===== src/design/irpp_pkg.sv =====
`timescale 1ns / 1ps
`default_nettype none
// ----------------------------------------------------------------------------
// IMU RVC parser package
// Shared types and constants for the serial frame parser.
// ----------------------------------------------------------------------------
package irpp_pkg;

   // Byte and field widths
   localparam int BYTE_W   = 8;
   localparam int RAW_W    = 16;
   localparam int POS_W    = 5;
   localparam int IDX_W    = 4;

   // Frame layout
   localparam logic [BYTE_W-1:0] HDR_BYTE = 8'hAA;
   localparam logic [POS_W-1:0]  SUM_LEN  = 5'd16;
   localparam int                CHAN_BYTES = 12;

   // Frame queue between front and back
   localparam int FIFO_DEPTH = 2;
   localparam int FIFO_PTR_W = $clog2(FIFO_DEPTH);
   localparam int FIFO_CNT_W = $clog2(FIFO_DEPTH + 1);

   typedef logic [BYTE_W-1:0]       byte_type;
   typedef logic signed [RAW_W-1:0] raw_type;
   typedef logic [RAW_W-1:0]        count_type;
   typedef logic [POS_W-1:0]        pos_type;
   typedef logic [IDX_W-1:0]        idx_type;

   typedef enum logic [1:0] {
      PH_HUNT1 = 2'd0,
      PH_HUNT2 = 2'd1,
      PH_BODY  = 2'd2
   } phase_type;

   // Six channels of one good frame
   typedef struct packed {
      raw_type yaw_raw;
      raw_type pitch_raw;
      raw_type roll_raw;
      raw_type accel_x_raw;
      raw_type accel_y_raw;
      raw_type accel_z_raw;
   } frame_type;

   // Front to queue
   typedef struct packed {
      logic      valid;
      frame_type frame;
   } push_type;

   // Queue status
   typedef struct packed {
      logic full;
      logic empty;
   } fifo_status_type;

endpackage
`default_nettype wire


===== src/design/irpp_if.sv =====
`timescale 1ns / 1ps
`default_nettype none
// ----------------------------------------------------------------------------
// IMU RVC parser channels
// Valid/ready channels for received bytes and decoded frames.
// ----------------------------------------------------------------------------
interface irpp_req_if;
   logic               valid;
   logic               ready;
   irpp_pkg::byte_type rx_byte;

   modport source (output valid, output rx_byte, input ready);
   modport sink   (input valid, input rx_byte, output ready);
endinterface

interface irpp_rsp_if;
   logic                valid;
   logic                ready;
   irpp_pkg::raw_type   yaw_raw;
   irpp_pkg::raw_type   pitch_raw;
   irpp_pkg::raw_type   roll_raw;
   irpp_pkg::raw_type   accel_x_raw;
   irpp_pkg::raw_type   accel_y_raw;
   irpp_pkg::raw_type   accel_z_raw;
   irpp_pkg::count_type good_packets;

   modport source (output valid, output yaw_raw, output pitch_raw, output roll_raw,
                   output accel_x_raw, output accel_y_raw, output accel_z_raw,
                   output good_packets, input ready);
   modport sink   (input valid, input yaw_raw, input pitch_raw, input roll_raw,
                   input accel_x_raw, input accel_y_raw, input accel_z_raw,
                   input good_packets, output ready);
endinterface
`default_nettype wire


===== src/design/irpp_front.sv =====
`timescale 1ns / 1ps
`default_nettype none
// ----------------------------------------------------------------------------
// IMU RVC parser front end
// Header hunt, payload capture and checksum; pushes good frames.
// ----------------------------------------------------------------------------
module irpp_front (
   input  wire                 clock,
   input  wire                 reset,
   irpp_req_if.sink            req_if,
   input  wire                 fifo_full,
   output irpp_pkg::push_type  push
);
   import irpp_pkg::*;

   phase_type phase_ff, phase_in;
   pos_type   pos_ff, pos_in;
   byte_type  sum_ff, sum_in;
   byte_type  bytes_ff [CHAN_BYTES];
   logic      take;
   logic      store_en;
   idx_type   store_idx;

   // Accept whenever a finished frame has room to go
   assign req_if.ready = !fifo_full;
   assign take         = req_if.valid && req_if.ready;

   // Next state
   always_comb begin
      phase_in = phase_ff;
      pos_in   = pos_ff;
      sum_in   = sum_ff;
      if (take) begin
         case (phase_ff)
            PH_HUNT2: begin
               if (req_if.rx_byte == HDR_BYTE) begin
                  phase_in = PH_BODY;
                  pos_in   = '0;
                  sum_in   = '0;
               end else begin
                  phase_in = PH_HUNT1;
               end
            end
            PH_BODY: begin
               if (pos_ff < SUM_LEN) begin
                  sum_in = sum_ff + req_if.rx_byte;
                  pos_in = pos_ff + 1'b1;
               end else begin
                  // checksum byte ends the frame either way
                  phase_in = PH_HUNT1;
                  pos_in   = '0;
                  sum_in   = '0;
               end
            end
            default: begin
               // unused phase code behaves as the first hunt
               if (req_if.rx_byte == HDR_BYTE) begin
                  phase_in = PH_HUNT2;
               end else begin
                  phase_in = PH_HUNT1;
               end
            end
         endcase
      end
   end

   // Outputs: byte capture and frame push, little-endian channel pairs
   always_comb begin
      store_en   = 1'b0;
      push.valid = 1'b0;
      push.frame.yaw_raw     = {bytes_ff[1],  bytes_ff[0]};
      push.frame.pitch_raw   = {bytes_ff[3],  bytes_ff[2]};
      push.frame.roll_raw    = {bytes_ff[5],  bytes_ff[4]};
      push.frame.accel_x_raw = {bytes_ff[7],  bytes_ff[6]};
      push.frame.accel_y_raw = {bytes_ff[9],  bytes_ff[8]};
      push.frame.accel_z_raw = {bytes_ff[11], bytes_ff[10]};
      if (take && phase_ff == PH_BODY) begin
         store_en   = pos_ff inside {[5'd1:5'd12]};
         push.valid = (pos_ff >= SUM_LEN) && (req_if.rx_byte == sum_ff);
      end
   end

   assign store_idx = pos_ff[IDX_W-1:0] - 1'b1;

   // Control registers
   always_ff @(posedge clock) begin
      if (reset) begin
         phase_ff <= PH_HUNT1;
         pos_ff   <= '0;
         sum_ff   <= '0;
      end else begin
         phase_ff <= phase_in;
         pos_ff   <= pos_in;
         sum_ff   <= sum_in;
      end
   end

   // Channel byte store, no reset
   always_ff @(posedge clock) begin
      if (store_en) begin
         bytes_ff[store_idx] <= req_if.rx_byte;
      end
   end

endmodule
`default_nettype wire


===== src/design/irpp_fifo.sv =====
`timescale 1ns / 1ps
`default_nettype none
// ----------------------------------------------------------------------------
// IMU RVC parser frame queue
// Short queue of decoded frames between front and back end.
// ----------------------------------------------------------------------------
module irpp_fifo (
   input  wire                         clock,
   input  wire                         reset,
   input  irpp_pkg::push_type          push,
   input  wire                         pop,
   output irpp_pkg::frame_type         head,
   output irpp_pkg::fifo_status_type   status
);
   import irpp_pkg::*;

   frame_type                mem_ff [FIFO_DEPTH];
   logic [FIFO_PTR_W-1:0]    wr_ptr_ff, wr_ptr_in;
   logic [FIFO_PTR_W-1:0]    rd_ptr_ff, rd_ptr_in;
   logic [FIFO_CNT_W-1:0]    count_ff, count_in;
   logic                     do_push;
   logic                     do_pop;

   assign status.full  = (count_ff == FIFO_CNT_W'(FIFO_DEPTH));
   assign status.empty = (count_ff == '0);
   assign do_push      = push.valid && !status.full;
   assign do_pop       = pop && !status.empty;
   assign head         = mem_ff[rd_ptr_ff];

   // Pointer and fill count update
   always_comb begin
      wr_ptr_in = wr_ptr_ff;
      rd_ptr_in = rd_ptr_ff;
      count_in  = count_ff;
      if (do_push) begin
         wr_ptr_in = (wr_ptr_ff == FIFO_PTR_W'(FIFO_DEPTH - 1)) ? '0 : wr_ptr_ff + 1'b1;
      end
      if (do_pop) begin
         rd_ptr_in = (rd_ptr_ff == FIFO_PTR_W'(FIFO_DEPTH - 1)) ? '0 : rd_ptr_ff + 1'b1;
      end
      if (do_push && !do_pop) begin
         count_in = count_ff + 1'b1;
      end else if (do_pop && !do_push) begin
         count_in = count_ff - 1'b1;
      end
   end

   always_ff @(posedge clock) begin
      if (reset) begin
         wr_ptr_ff <= '0;
         rd_ptr_ff <= '0;
         count_ff  <= '0;
      end else begin
         wr_ptr_ff <= wr_ptr_in;
         rd_ptr_ff <= rd_ptr_in;
         count_ff  <= count_in;
      end
   end

   // Storage
   always_ff @(posedge clock) begin
      if (do_push) begin
         mem_ff[wr_ptr_ff] <= push.frame;
      end
   end

endmodule
`default_nettype wire


===== src/design/irpp_back.sv =====
`timescale 1ns / 1ps
`default_nettype none
// ----------------------------------------------------------------------------
// IMU RVC parser back end
// Counts good frames and holds the result item for the receiver.
// ----------------------------------------------------------------------------
module irpp_back (
   input  wire                         clock,
   input  wire                         reset,
   input  irpp_pkg::frame_type         head,
   input  irpp_pkg::fifo_status_type   status,
   output logic                        pop,
   irpp_rsp_if.source                  rsp_if
);
   import irpp_pkg::*;

   logic      valid_ff, valid_in;
   frame_type frame_ff;
   count_type total_ff, total_in;

   // Take the next frame when the output register is free or draining
   assign pop      = !status.empty && (!valid_ff || rsp_if.ready);
   assign valid_in = pop ? 1'b1 : (valid_ff && !rsp_if.ready);
   assign total_in = pop ? total_ff + 1'b1 : total_ff;

   always_ff @(posedge clock) begin
      if (reset) begin
         valid_ff <= 1'b0;
         total_ff <= '0;
      end else begin
         valid_ff <= valid_in;
         total_ff <= total_in;
      end
   end

   always_ff @(posedge clock) begin
      if (pop) begin
         frame_ff <= head;
      end
   end

   assign rsp_if.valid        = valid_ff;
   assign rsp_if.yaw_raw      = frame_ff.yaw_raw;
   assign rsp_if.pitch_raw    = frame_ff.pitch_raw;
   assign rsp_if.roll_raw     = frame_ff.roll_raw;
   assign rsp_if.accel_x_raw  = frame_ff.accel_x_raw;
   assign rsp_if.accel_y_raw  = frame_ff.accel_y_raw;
   assign rsp_if.accel_z_raw  = frame_ff.accel_z_raw;
   assign rsp_if.good_packets = total_ff;

endmodule
`default_nettype wire


===== src/design/imu_rvc_packet_parser.sv =====
`timescale 1ns / 1ps
`default_nettype none
// ----------------------------------------------------------------------------
// IMU RVC packet parser
// Turns a stream of received serial bytes into decoded RVC frames.
// ----------------------------------------------------------------------------
// Usage:
//  - req_if carries one received byte per item. A frame is two 0xAA header
//    bytes and 17 payload bytes; the last payload byte is the 8-bit sum of
//    the first sixteen.
//  - rsp_if carries one item per frame with a good checksum: six signed
//    little-endian channels and the running good-frame count. Bad frames
//    are dropped silently.
//  - One byte is taken per cycle while the queue is not full. The result item
//    becomes valid after the checksum byte is accepted: the front end writes
//    the frame into the queue at the accepting edge, and the back end output
//    register loads it from the queue once that register is free or draining.
//  - A two-entry frame queue separates parser and output register. If the
//    receiver stalls, the parser keeps taking bytes; req_if.ready drops only
//    while the queue is full, which needs two more good frames waiting
//    behind a stalled result item.
//  - Reset returns the parser to the header hunt, empties the queue and
//    clears the frame count.
// ----------------------------------------------------------------------------
module imu_rvc_packet_parser (
   input  wire          clock,
   input  wire          reset,
   irpp_req_if.sink     req_if,
   irpp_rsp_if.source   rsp_if
);
   import irpp_pkg::*;

   push_type        push;
   frame_type       head;
   fifo_status_type fifo_status;
   logic            pop;

   irpp_front u_front (
      .clock     (clock),
      .reset     (reset),
      .req_if    (req_if),
      .fifo_full (fifo_status.full),
      .push      (push)
   );

   irpp_fifo u_fifo (
      .clock  (clock),
      .reset  (reset),
      .push   (push),
      .pop    (pop),
      .head   (head),
      .status (fifo_status)
   );

   irpp_back u_back (
      .clock  (clock),
      .reset  (reset),
      .head   (head),
      .status (fifo_status),
      .pop    (pop),
      .rsp_if (rsp_if)
   );

`ifndef SYNTHESIS
   // A good frame never arrives at a full queue
   a_push_room: assert property (@(posedge clock) disable iff (reset)
      push.valid |-> !fifo_status.full)
      else $error("frame pushed into full queue");

   // Back end only pops real frames
   a_pop_data: assert property (@(posedge clock) disable iff (reset)
      pop |-> !fifo_status.empty)
      else $error("pop from empty queue");

   // Queue status is consistent
   a_status: assert property (@(posedge clock) disable iff (reset)
      !(fifo_status.full && fifo_status.empty))
      else $error("queue both full and empty");

   // No result item straight after reset
   a_reset_idle: assert property (@(posedge clock)
      reset |=> !rsp_if.valid)
      else $error("result valid after reset");
`endif

endmodule
`default_nettype wire


===== src/flat_wrapper.sv =====
// flat-port wrapper written by rule: the top's interface ports become plain ports
module imu_rvc_packet_parser_flat import irpp_pkg::*;
  (clock, reset, req_if_valid, req_if_rx_byte, req_if_ready, rsp_if_valid, rsp_if_yaw_raw, rsp_if_pitch_raw, rsp_if_roll_raw, rsp_if_accel_x_raw, rsp_if_accel_y_raw, rsp_if_accel_z_raw, rsp_if_good_packets, rsp_if_ready);
  irpp_req_if req_if_i ();
  irpp_rsp_if rsp_if_i ();
  input  wire clock;
  input  wire reset;
  input wire logic [$bits(req_if_i.valid)-1:0] req_if_valid;
  input wire logic [$bits(req_if_i.rx_byte)-1:0] req_if_rx_byte;
  output wire logic [$bits(req_if_i.ready)-1:0] req_if_ready;
  output wire logic [$bits(rsp_if_i.valid)-1:0] rsp_if_valid;
  output wire logic [$bits(rsp_if_i.yaw_raw)-1:0] rsp_if_yaw_raw;
  output wire logic [$bits(rsp_if_i.pitch_raw)-1:0] rsp_if_pitch_raw;
  output wire logic [$bits(rsp_if_i.roll_raw)-1:0] rsp_if_roll_raw;
  output wire logic [$bits(rsp_if_i.accel_x_raw)-1:0] rsp_if_accel_x_raw;
  output wire logic [$bits(rsp_if_i.accel_y_raw)-1:0] rsp_if_accel_y_raw;
  output wire logic [$bits(rsp_if_i.accel_z_raw)-1:0] rsp_if_accel_z_raw;
  output wire logic [$bits(rsp_if_i.good_packets)-1:0] rsp_if_good_packets;
  input wire logic [$bits(rsp_if_i.ready)-1:0] rsp_if_ready;
  assign req_if_i.valid = req_if_valid;
  assign req_if_i.rx_byte = req_if_rx_byte;
  assign req_if_ready = req_if_i.ready;
  assign rsp_if_valid = rsp_if_i.valid;
  assign rsp_if_yaw_raw = rsp_if_i.yaw_raw;
  assign rsp_if_pitch_raw = rsp_if_i.pitch_raw;
  assign rsp_if_roll_raw = rsp_if_i.roll_raw;
  assign rsp_if_accel_x_raw = rsp_if_i.accel_x_raw;
  assign rsp_if_accel_y_raw = rsp_if_i.accel_y_raw;
  assign rsp_if_accel_z_raw = rsp_if_i.accel_z_raw;
  assign rsp_if_good_packets = rsp_if_i.good_packets;
  assign rsp_if_i.ready = rsp_if_ready;
  imu_rvc_packet_parser u_core (.clock(clock), .reset(reset), .req_if(req_if_i), .rsp_if(rsp_if_i));
endmodule

===== config.mk =====
export PLATFORM = sky130hd
export DESIGN_NAME = imu_rvc_packet_parser_flat
export DESIGN_NICKNAME = d
export VERILOG_FILES = /design/src/design/irpp_pkg.sv /design/src/design/irpp_if.sv /design/src/design/irpp_front.sv /design/src/design/irpp_fifo.sv /design/src/design/irpp_back.sv /design/src/design/imu_rvc_packet_parser.sv /design/src/flat_wrapper.sv
export SDC_FILE = /design/constraint.sdc
export NUM_CORES = 1
export LEC_CHECK = 0
export BUFFER_PORTS_ARGS = -buffer_cell sky130_fd_sc_hd__buf_2
export CORE_UTILIZATION = 40
export DETAILED_ROUTE_END_ITERATION = 10
export GPL_TIMING_DRIVEN = 0
export SYNTH_ARGS = -nofsm -noshare
export SYNTH_HDL_FRONTEND = slang
export SYNTH_SLANG_ARGS = --single-unit

===== constraint.sdc =====
create_clock -name clock -period 7 [get_ports clock]
set_input_delay 0.7 -clock clock [delete_from_list [all_inputs] [get_ports clock]]
set_output_delay 0.7 -clock clock [all_outputs]
set_load 0.03 [all_outputs]

# Yosys cells after proc, flatten, opt, wreduce, memory -nomap -nowiden
# Memories as Yosys holds them, arrays and structs flattened. A register that Yosys moved wholly into a read port is not among the register bits.
# Cells that the tools add are included.
[classes]
addsub = 8
order_cmp = 4
n_eq_ne = 7
n_mux = 21
n_reduce_logical = 22
[op_table]
columns = ["cell", "n"]
rows = [
  ["16-bit by 1-bit adder with 16-bit output (second input constant)", 1],
  ["8-bit 2-to-1 mux", 2],
  ["8-bit one-hot mux with 2 select lines", 1],
  ["1-bit logical AND", 10],
  ["1-bit 2-to-1 mux", 10],
  ["5-bit 2-to-1 mux", 2],
  ["5-bit one-hot mux with 2 select lines", 1],
  ["8-bit adder", 1],
  ["8-bit == test", 1],
  ["8-bit == test (second input constant)", 1],
  ["2-bit 2-to-1 mux", 4],
  ["1-bit zero test", 6],
  ["5-bit by 1-bit adder with 5-bit output (second input constant)", 1],
  ["5-bit by 1-bit greater-or-equal comparator with 1-bit output (second input constant)", 1],
  ["5-bit greater-or-equal comparator (second input constant)", 1],
  ["5-bit by 4-bit <= comparator with 1-bit output (second input constant)", 1],
  ["5-bit < comparator (second input constant)", 1],
  ["2-bit == test (second input constant)", 2],
  ["2-bit != test (second input constant)", 2],
  ["2-bit one-hot mux with 2 select lines", 1],
  ["2-bit nonzero test", 2],
  ["4-bit by 1-bit subtractor with 4-bit output (second input constant)", 1],
  ["3-bit AND reduction", 1],
  ["1-bit adder (second input constant)", 2],
  ["6 further kinds", 6],
]
[totals]
ff_bits = 36
mem_bits_rw = 288
in_bits = 12
output_inout_bits = 114
wordCells = 72
n_memories = 2
[mem_list]
columns = ["name", "depth", "word_bits", "read_ports", "rd_ports_with_merged_regs", "write_ports", "line_no", "rtl"]
rows = [
  ["u_core.u_fifo.mem_ff", 2, 96, 1, 1, 1, "irpp_fifo.sv:17", "frame_type mem_ff [FIFO_DEPTH];"],
  ["u_core.u_front.bytes_ff", 12, 8, 12, 0, 1, "irpp_front.sv:19", "byte_type bytes_ff [CHAN_BYTES];"],
]

# Logic depth before layout (Yosys ltp)
# Gate-level depths: netlist of the first run.
[depth]
word_depth = 10
mapped_depth = 8
depth_no_buf = 8

# By module
# Synthesis of the first run repeated with hierarchy kept, for this count alone.
[hier_totals]
cells_unflattened = 774
area_unflattened_um2 = 15152.0
[modules_own_cells]
columns = ["module", "instances", "cells_per_inst", "area_per_inst_um2", "seq_area_each_um2"]
rows = [
  ["irpp_fifo", 1, 324, 7307.0, 5865.6],
  ["irpp_front", 1, 263, 4147.7, 3183.1],
  ["irpp_back", 1, 187, 3697.3, 3223.1],
]

# Least setup slack after synthesis of the first run
# Ideal clock, no wire load.
[synth_timing]
kind = "input -> register"
startpoint = "input port req_if_rx_byte[5]"
endpoint = "memory u_core.u_fifo.mem_ff[0][0] (netlist name) (enable)"
setup_ps = 563
t_arrival_ps = 6179
required_time_ps = 6437
slack_ps = 258
cell_stages = 4
n_path_buf = 0
cell_sequence = "ha_1 or4_1 nor3_1 nor2b_1"
[synth_between]
elab_chain_cells = 6
[synth_lines]
columns = ["item", "line_no", "rtl"]
rows = [
  ["from (decl)", "flat_wrapper.sv:9", "input wire logic [$bits(req_if_i.rx_byte)-1:0] req_if_rx_byte;"],
  ["8-bit == test", "irpp_front.sv:79", "push.valid = (pos_ff >= SUM_LEN) && (req_if.rx_byte == sum_ff);"],
  ["1-bit logical AND", "irpp_front.sv:79", ""],
  ["1-bit 2-to-1 mux", "irpp_front.sv:77", "if (take && phase_ff == PH_BODY) begin"],
  ["1-bit logical AND", "irpp_fifo.sv:26", "assign do_push = push.valid && !status.full;"],
  ["via u_core.u_fifo.do_push", "irpp_fifo.sv:21", "logic do_push;"],
  ["1-bit 2-to-1 mux", "irpp_fifo.sv:62", "if (do_push) begin"],
  ["1-bit 2-to-1 mux (not written as such)", "irpp_fifo.sv:63", "mem_ff[wr_ptr_ff] <= push.frame;"],
  ["to (decl)", "irpp_fifo.sv:17", ""],
]
# The timed path passes the listed nets, and every way through them passes these cells.

# Worst setup path after layout of the first run
[layout_timing]
startpoint = "input port req_if_rx_byte[3]"
endpoint = "memory u_core.u_fifo.mem_ff[0][83] (netlist name) (enable)"
# The elaborated chain is that of the path after synthesis.

==> metrics, run 1 <==
Die Span X=194.3 um; fin nets=965; relative slew slack=34.06%; area occupied by multi-input gates=0.002445 mm^2; Post-Syn Area per Cell=19.52 um^2; P_leak=0.005863 uW; post-CTS setup buffers=0; final setup vio count=0; TritonCTS buffer count=43; largest net degree at the start of global routing=54; DIE AREA=0.03775 mm^2; ANT cells=0; status=finished clean; post-route clock period utilization=50.44%; CP max-delay cell=nor2b_4; RSZ-0062 raised after global routing=false; Skew-Pair Late Insertion Delay=0.54 ns; worst-path fanout max=29; DR WL/cell=18.96 um; placed insts=1358; Vias/cell=4.826; first-pass GRT wire length=40890 um; Setup Crit Path Kind=input pin to flop; Synth cell types=46; DRT Pass-1 Iters=6; CP Capture Type=flop; die height=194.3 um; Final Max Slew Viols=0; post-synthesis sequential area ratio=82.82%; final wirelength=27210 um; WP data arrival=3.76 ns; critical path's most frequent cell=buf_12; cell count after synthesis=758; port bufs=124; Max Clock Skew=0.01161 ns; hold slack=0.4389 ns; fmax=283.2 MHz; GRT Residual Overflow=0; Worst R2R Start=u_core.u_front.sum_ff[5]; Worst-Margin Slew=0.9854 ns; CTS tree=built; vias in the first global route=7017; drt drc=0; Power Density=378.4 mW/mm^2; Cell Chain, Critical Path=buf_2, ha_1, nor4_1, nand3_1, nor3_1, nor2b_4, buf_12, buf_12; Initial DRC Count=327; clk root buf=clkbuf_16; Non-Filler Instances=1435; Resize count post-CTS=0; hold crit path type=flop to flop; Clock Path Buffers=3; Max-Cap Viols=0; Syn Std Cell Area=0.01479 mm^2; Period minus WS final=3.531 ns; core footprint=0.03652 mm^2; top_reg_cell synth=edfxtp_1; Crit path largest cell delay=0.66 ns; Initial Util=40.50%; startpoint types=input pin; DP Wirelength=15970 um; Ys Warns=0; Hold Vio Cnt, Final=0; Clock Sinks=420; Worst Setup SP=req_if_rx_byte[3]; Site Rows=70; Core Util, Final=48.02%; CP required=7.23 ns; Ports=126; FF/Latch Area=0.01225 mm^2; Yosys reg bits=420; asr flop ratio synth=0%; Area Overhead vs Synth=18.57%; H-Tree Depth=2; Net Count, Synth=788; Hold Path Origin=u_core.u_front.bytes_ff[1][2]; fill cell count=3041; share of cells above drive strength 1=30.20%; VDD IR-drop max=171.9 uV; EDFF count, synth=384; routed via count=6925; CTS Hold Bufs=0; Antenna Nets Post-Route=0; Total Routing Usage GR=14.54%; initial antenna violation count=0; clock slew seen by the registers of the worst setup and hold paths=0.06 ns; routability cong.=0.7215
-- worst paths after layout --
check | end | slack [ns] | depth (start not counted)
hold reg to reg | u_core.u_fifo.mem_ff[0][90] | 0.44 | 0
setup reg to reg | u_core.u_fifo.mem_ff[0][83] | 3.81 | 6
hold / removal | u_core.u_fifo.mem_ff[0][90] | 0.44 | 0
setup / recovery | u_core.u_fifo.mem_ff[0][83] | 3.47 | 8
-- synth_stat cells (all sizes together) (2+ instances only) --
library cell,count,area share (%)
inv,10,0.25
a31oi,4,0.17
nor4,4,0.21
nand4,4,0.17
nand3,17,0.58
or4,3,0.15
and2,2,0.085
xor2,11,0.65
mux2,97,7.4
nand2,25,0.63
dfxtp,36,4.9
nor3b,3,0.15
edfxtp,384,78
clkbuf,19,0.48
nor2b,6,0.25
nor2,42,1.1
or3,4,0.17
and4bb,2,0.17
and3,2,0.085
a21boi,2,0.10
a21oi,19,0.64
o21ai,5,0.17
xnor2,12,0.71
ha,17,1.4
a21o,3,0.15
nor3,6,0.20
nand2b,3,0.13
-- per-layer routing --
| layer | vias to the layer above | track usage [%] | wire length [um] |
|---|---|---|---|
| li1 | 3281 | - | - |
| met1 | 3463 | 19.28 | 12500 |
| met2 | 140 | 23.85 | 13070 |
| met3 | 41 | 3.314 | 1052 |
| met4 | 0 | 4.556 | 588 |
| met5 | - | 0 | 0 |
-- layout by cell type (no fill, tap or decap), types with 17 or more instances in the layout --
cell / n
clkbuf_1: 27
edfxtp_1: 384
nand3_1: 17
a21oi_1: 19
dfxtp_1: 36
ha_1: 17
nor2_1: 40
buf_2: 125
clkbuf_16: 45
nand2_1: 25
mux2_2: 97
-- through the flow --
step | power, uW | setup slack (ns) | area [um^2] | setup TNS, ns
after floorplan | 4110 | 0.2577 | 14790 | 0
after global placement | 4528 | -3.590 | 16000 | -480.16
after detailed placement | 4553 | 2.878 | 16200 | 0
after CTS | 6737 | 3.440 | 17540 | 0
after global routing | 6896 | 3.308 | 17540 | 0
final | 6636 | 3.469 | 17540 | 0
-- state kept, by name, indices dropped and copies added (netlist names) --
register                           cells
u_core.u_back.rsp_if.valid             1
u_core.u_fifo.wr_ptr_ff                1
u_core.u_back.rsp_if.accel_z_raw      16
u_core.u_back.rsp_if.accel_y_raw      16
u_core.u_back.rsp_if.yaw_raw          16
u_core.u_back.rsp_if.good_packets     16
u_core.u_front.bytes_ff               96
u_core.u_fifo.mem_ff                 192
u_core.u_front.phase_ff                2
u_core.u_fifo.count_ff                 2
u_core.u_front.sum_ff                  8
u_core.u_front.pos_ff                  5
u_core.u_fifo.rd_ptr_ff                1
u_core.u_back.rsp_if.roll_raw         16
u_core.u_back.rsp_if.pitch_raw        16
u_core.u_back.rsp_if.accel_x_raw      16
-- layout make-up --
class,instances,area share (%)
sequential,420,69.85
multi-input combinational,308,13.94
clock buffer,53,6.592
clock inverter,24,1.049
inverter,10,0.2140
buffer,20,0.4352
tap,468,3.339
timing repair buffer,132,4.580
-- power by group --
group	internal, uW	leakage (uW)	switching (uW)	total [uW]
registers	3060	0.00378	73.5	3140
logic	429	0.00143	898	1330
clock network	1280	0.000648	896	2170
total	4770	0.00586	1870	6640
-- cell families after synthesis --
family,Yosys count,share of synthesized area (%)
adders and majority gates,18,1.573
muxes,97,7.384
xor gates and xnor gates,23,1.362
DFF,420,82.82
buffers and inverters,30,0.7697
and+or+nand+nor,129,4.407
AOI/OAI and AO/OA,41,1.683
-- worst max-delay path: cells and delay by family --
family | cells | cell delay (ns)
buffers and inverters | 3 | 0.98
AND/OR/NAND/NOR | 4 | 1.65
adder cells (fa/ha/maj) | 1 | 0.38
No activity file was read; power rests on OpenSTA's default activity.
==> run 2, diff against run 1 <==
- clock period: 7 -> 3.05 ns (I/O delays scaled with it)
==> metrics, run 2 (synthesis results as in run 1) <==
Non-Filler Instances=1436 (was 1435); vias in the first global route=7133 (was 7017); fill cell count=3027 (was 3041); VDD IR-drop max=375.0 uV (was 171.9 uV); Fin Setup TNS=0 ns (unchanged); WP data arrival=3.07 ns (was 3.76 ns); Setup Crit Path Kind=flop to flop (was input pin to flop); area occupied by multi-input gates=0.002497 mm^2 (was 0.002445 mm^2); startpoint types=flop (was input pin); Resize count post-CTS=0 (unchanged); Site Rows=70 (unchanged); DR WL/cell=18.80 um (was 18.96 um); Final Max Slew Viols=0 (unchanged); final wirelength=26990 um (was 27210 um); Largest register FFs=192 (unchanged); dpl ws=-0.3563 ns (was 2.878 ns); CTS Hold Bufs=0 (unchanged); first-pass GRT wire length=41040 um (was 40890 um); reg2reg path depth=7 (was 6); routability cong.=0.7364 (was 0.7215); Initial Util=40.50% (unchanged); port bufs=124 (unchanged); Initial DRC Count=388 (was 327); H-Tree Depth=2 (unchanged); CP required=3.27 ns (was 7.23 ns); Clock Sinks=420 (unchanged); FF/Latch Area=0.01225 mm^2 (about the same); post-CTS setup buffers=0 (unchanged); die height=194.3 um (unchanged); CP Capture Type=flop (unchanged); critical path's most frequent cell=buf_12 (unchanged); post-route clock period utilization=93.22%; Ports=126 (unchanged); Period minus WS final=2.843 ns; TritonCTS buffer count=44 (was 43); initial antenna violation count=1 (was 0); Cell Chain, Critical Path=ha_1, nor4_1, nand3_1, nor3_4, and2_4, buf_12, buf_12 (was buf_2, ha_1, nor4_1, nand3_1, nor3_1, nor2b_4, buf_12, buf_12); most common cell after layout, fill and taps aside=edfxtp_1 (unchanged); RSZ-0062 raised after global routing=false (unchanged); worst-path fanout max=34 (was 29); Skew-Pair Late Insertion Delay=0.54 ns (about the same); Worst Setup SP=u_core.u_front.sum_ff[6] (was req_if_rx_byte[3]); Worst-Margin Slew=1.060 ns (was 0.9854 ns); largest net degree at the start of global routing=35 (was 54); Vias/cell=4.820 (was 4.826); final setup vio count=0 (unchanged); Power Density=873.2 mW/mm^2 (was 378.4 mW/mm^2); DIE AREA=0.03775 mm^2 (unchanged); Clock Path Buffers=3 (unchanged); Biggest register=u_core.u_fifo.mem_ff (unchanged); GRT Residual Overflow=0 (unchanged); top flop regs=u_core.u_fifo.mem_ff: 192 flops, u_core.u_front.bytes_ff: 96 flops (unchanged); relative slew slack=29.09% (was 34.06%); share of cells above drive strength 1=32.06% (was 30.20%); Hold Vio Cnt, Final=0 (unchanged); drt drc=0 (unchanged); Area Overhead vs Synth=19.36% (was 18.57%); Die Span X=194.3 um (unchanged); Antenna Nets Post-Route=0 (unchanged); clk root buf=clkbuf_16 (unchanged); Total Routing Usage GR=14.49% (was 14.54%); Critical Path End=u_core.u_fifo.mem_ff[1][67] (was u_core.u_fifo.mem_ff[0][83]); CTS tree=built (unchanged); DRT Pass-1 Iters=6 (unchanged); Tot Pwr=15420 uW (was 6636 uW); fmax=351.7 MHz; fin nets=966 (was 965); status=finished clean (unchanged); hold crit path type=input pin to flop (was flop to flop); clock slew seen by the registers of the worst setup and hold paths=0.06 ns (about the same); Max Clock Skew=0.01036 ns (was 0.01161 ns); Crit path largest cell delay=0.52 ns (was 0.66 ns); placed insts=1358 (unchanged); P_leak=0.005908 uW (was 0.005863 uW); Worst R2R Start=u_core.u_front.sum_ff[6] (was u_core.u_front.sum_ff[5]); setup ws final=0.2069 ns (was 3.469 ns); DP Wirelength=15950 um (was 15970 um); routed via count=6921 (was 6925); RR Endpoint=u_core.u_fifo.mem_ff[1][67] (was u_core.u_fifo.mem_ff[0][83]); CP max-delay cell=and2_4 (was nor2b_4); r2r setup slk=0.21 ns (was 3.81 ns); most frequent cells in the layout=edfxtp_1, buf_2, mux2_2 (unchanged); core footprint=0.03652 mm^2 (unchanged); Max-Cap Viols=0 (unchanged)
==> run 2: layout make-up <==
type                    instances  share of cell area, %
flip-flops and latches        420                  69.40
multi-input cells             308                  14.14
diodes                          1                0.01417
plain buffers                  20                 0.4323
clock buffers                  49                  6.463
well taps                     468                  3.316
clock inverters                28                  1.594
repair buffers                132                  4.422
inverters                      10                 0.2126
==> run 2: per-layer routing <==
metal	track usage, %	share of wire [%]
met4	4.380	1.7
met5	0	0
met2	24.75	49
met3	3.470	5.0
met1	18.29	44
==> run 2: how the worst min path moves through the flow <==
| stage | startpoint | endpoint | depth (start not counted) |
|---|---|---|---|
| 2_1_floorplan | req_if_rx_byte[0] | u_core.u_front.bytes_ff[0][0] | 0 |
| 3_3_place_gp | u_core.u_front.bytes_ff[10][2] | u_core.u_fifo.mem_ff[0][2] | 0 |
| 3_5_place_dp | u_core.u_front.bytes_ff[2][7] | u_core.u_fifo.mem_ff[1][71] | 0 |
| 4_1_cts | reset | u_core.u_front.pos_ff[4] | 2 |
| 5_1_grt | reset | u_core.u_front.pos_ff[4] | 2 |
| 6_report | reset | u_core.u_front.pos_ff[4] | 2 |
==> run 2: worst max-delay path: cells and delay by family (launching register included) <==
family / cells / cell delay (ns)
buffers and inverters: 2 / 0.53
DFF: 1 / 0.31
adders and majority gates: 1 / 0.34
and+or+nand+nor: 4 / 1.30
==> run 2: power by group <==
group	total (uW)	leakage, uW	internal, uW	switching, uW
logic	2980	0.00143	922	2050
registers	7200	0.00378	7030	167
clock network	5250	0.000696	3120	2120
total	15400	0.00591	11100	4340
==> run 2: per-stage QoR <==
step	area, um^2	hold WS (ns)	util [%]
after detailed placement	16230	0.4290	44.44
after global placement	16070	0.4216	44.00
after global routing	17650	0.1911	48.34
after CTS	17650	0.1566	48.34
after floorplan	14860	0.4039	-
final	17660	0.1810	48.35
==> run 3, diff against run 2 <==
- PLACE_DENSITY: unset -> 0.58
==> metrics, run 3 (synthesis results as in run 1) <==
status=finished clean (unchanged); Max-Cap Viols=0 (unchanged); TritonCTS buffer count=43 (was 44); P_leak=0.005878 uW (was 0.005908 uW); placed insts=1357 (was 1358); relative slew slack=27.30% (was 29.09%); Worst-Margin Slew=1.086 ns (was 1.060 ns); Skew-Pair Late Insertion Delay=0.55 ns (was 0.54 ns); GRT Residual Overflow=0 (unchanged); Resize count post-CTS=0 (unchanged); largest net degree at the start of global routing=56 (was 35); CTS Hold Bufs=0 (unchanged); WP data arrival=3.01 ns (was 3.07 ns); most common cell after layout, fill and taps aside=edfxtp_1 (unchanged); Ports=126 (unchanged); DRT Pass-1 Iters=4 (was 6); share of cells above drive strength 1=31.24% (was 32.06%); startpoint types=flop (unchanged); hold crit path type=input pin to flop (unchanged); final setup vio count=0 (unchanged); port bufs=124 (unchanged); Setup Crit Path Kind=flop to flop (unchanged); Vias/cell=4.885 (was 4.820); Initial Util=40.50% (unchanged); die height=194.3 um (unchanged); Die Span X=194.3 um (unchanged); post-CTS setup buffers=0 (unchanged); CP required=3.27 ns (about the same); Initial DRC Count=412 (was 388); Power Density=863.8 mW/mm^2 (was 873.2 mW/mm^2); routability cong.=0.7705 (was 0.7364); DIE AREA=0.03775 mm^2 (unchanged); DP Wirelength=15950 um (about the same); Area Overhead vs Synth=18.88% (was 19.36%); RSZ-0062 raised after global routing=false (unchanged); Final Max Slew Viols=0 (unchanged); Clock Path Buffers=3 (unchanged); Period minus WS final=2.798 ns (was 2.843 ns); routed via count=7029 (was 6921); first-pass GRT wire length=41460 um (was 41040 um); post-route clock period utilization=91.72% (was 93.22%); Total Routing Usage GR=14.72% (was 14.49%); Biggest register=u_core.u_fifo.mem_ff (unchanged); Largest register FFs=192 (unchanged); fin nets=968 (was 966); clk root buf=clkbuf_16 (unchanged); Antenna Nets Post-Route=0 (unchanged); final wirelength=27160 um (was 26990 um); Core Util, Final=48.15% (was 48.35%); Site Rows=70 (unchanged); initial antenna violation count=1 (unchanged); hold slack=0.1901 ns (was 0.1810 ns); H-Tree Depth=2 (unchanged); drt drc=0 (unchanged); DR WL/cell=18.87 um (was 18.80 um); worst-path fanout max=55 (was 34); Fin Setup TNS=0 ns (unchanged); fmax=357.5 MHz (was 351.7 MHz); fill cell count=3018 (was 3027); Max Clock Skew=0.01573 ns (was 0.01036 ns); CP Capture Type=flop (unchanged); core footprint=0.03652 mm^2 (unchanged); Hold Vio Cnt, Final=0 (unchanged); Clock Sinks=420 (unchanged); most frequent cells in the layout=edfxtp_1, buf_2, mux2_2 (unchanged); Non-Filler Instances=1439 (was 1436); CTS tree=built (unchanged); VDD IR-drop max=336.0 uV (was 375.0 uV); clock slew seen by the registers of the worst setup and hold paths=0.06 ns (about the same); vias in the first global route=7034 (was 7133); top flop regs=u_core.u_fifo.mem_ff: 192 flops, u_core.u_front.bytes_ff: 96 flops (unchanged)
==> run 3: cell count changes in the layout (fill, tap and decap cells not counted), moves of 2 or more <==
cell	previous run	this run
buf_12	8	6
buf_4	0	4
clkbuf_1	23	26
clkbuf_16	45	43
clkinv_1	7	14
clkinv_2	9	5
clkinvlp_4	3	1
==> run 3: power by group <==
part           total [uW]  internal, uW  leakage (uW)  switching [uW]
logic                2980           922       0.00145            2060
clock network        5000          2920      0.000650            2080
registers            7210          7030       0.00378             179
total               15200         10900       0.00588            4320
==> run 3: routing by layer <==
layer	track usage, %	vias to the layer above	routed length [um]
li1	-	3289	-
met5	0	-	0
met3	3.297	49	1345
met1	18.94	3525	11920
met4	5.409	0	597
met2	24.47	166	13290
==> run 3: area by class of cell <==
class	instances	area (um^2)	area share, %
flip-flops and latches	420	12250	69.68
multi-input cells	308	2497	14.20
clock buffers	50	1102	6.268
repair buffers	135	798.3	4.539
well taps	468	585.6	3.330
clock inverters	27	231.5	1.316
plain buffers	20	76.32	0.4340
inverters	10	37.54	0.2134
diodes	1	2.502	0.01423
==> run 3: metrics by stage <==
| stage | worst slack [ns] | area [um^2] | total power (uW) |
|---|---|---|---|
| after global routing | 0.07443 | 17580 | 15780 |
| after floorplan | -0.2184 | 14860 | 9355 |
| after detailed placement | -0.4593 | 16220 | 10370 |
| after CTS | 0.04835 | 17550 | 15410 |
| final | 0.2524 | 17590 | 15190 |
| after global placement | -1.894 | 16070 | 10290 |
==> run 3: final timing paths <==
| path | start | depth (start not counted) | endpoint | slack [ns] |
|---|---|---|---|---|
| worst max register to register | u_core.u_front.sum_ff[3] | 6 | u_core.u_fifo.mem_ff[1][38] | 0.25 |
| worst min register to register | u_core.u_front.bytes_ff[5][6] | 0 | u_core.u_fifo.mem_ff[0][62] | 0.44 |
| worst max-delay path | u_core.u_front.sum_ff[3] | 6 | u_core.u_fifo.mem_ff[1][38] | 0.25 |
| worst min-delay path | rsp_if_ready | 4 | u_core.u_back.rsp_if.valid | 0.19 |
==> run 3: worst max-delay path, cell delays in order, from the launching register on <==
cell	delay, ns
dfxtp_1	0.32
ha_1	0.32
nor4_1	0.38
nand3_1	0.18
nor3_4	0.22
and2_4	0.64
buf_16	0.34
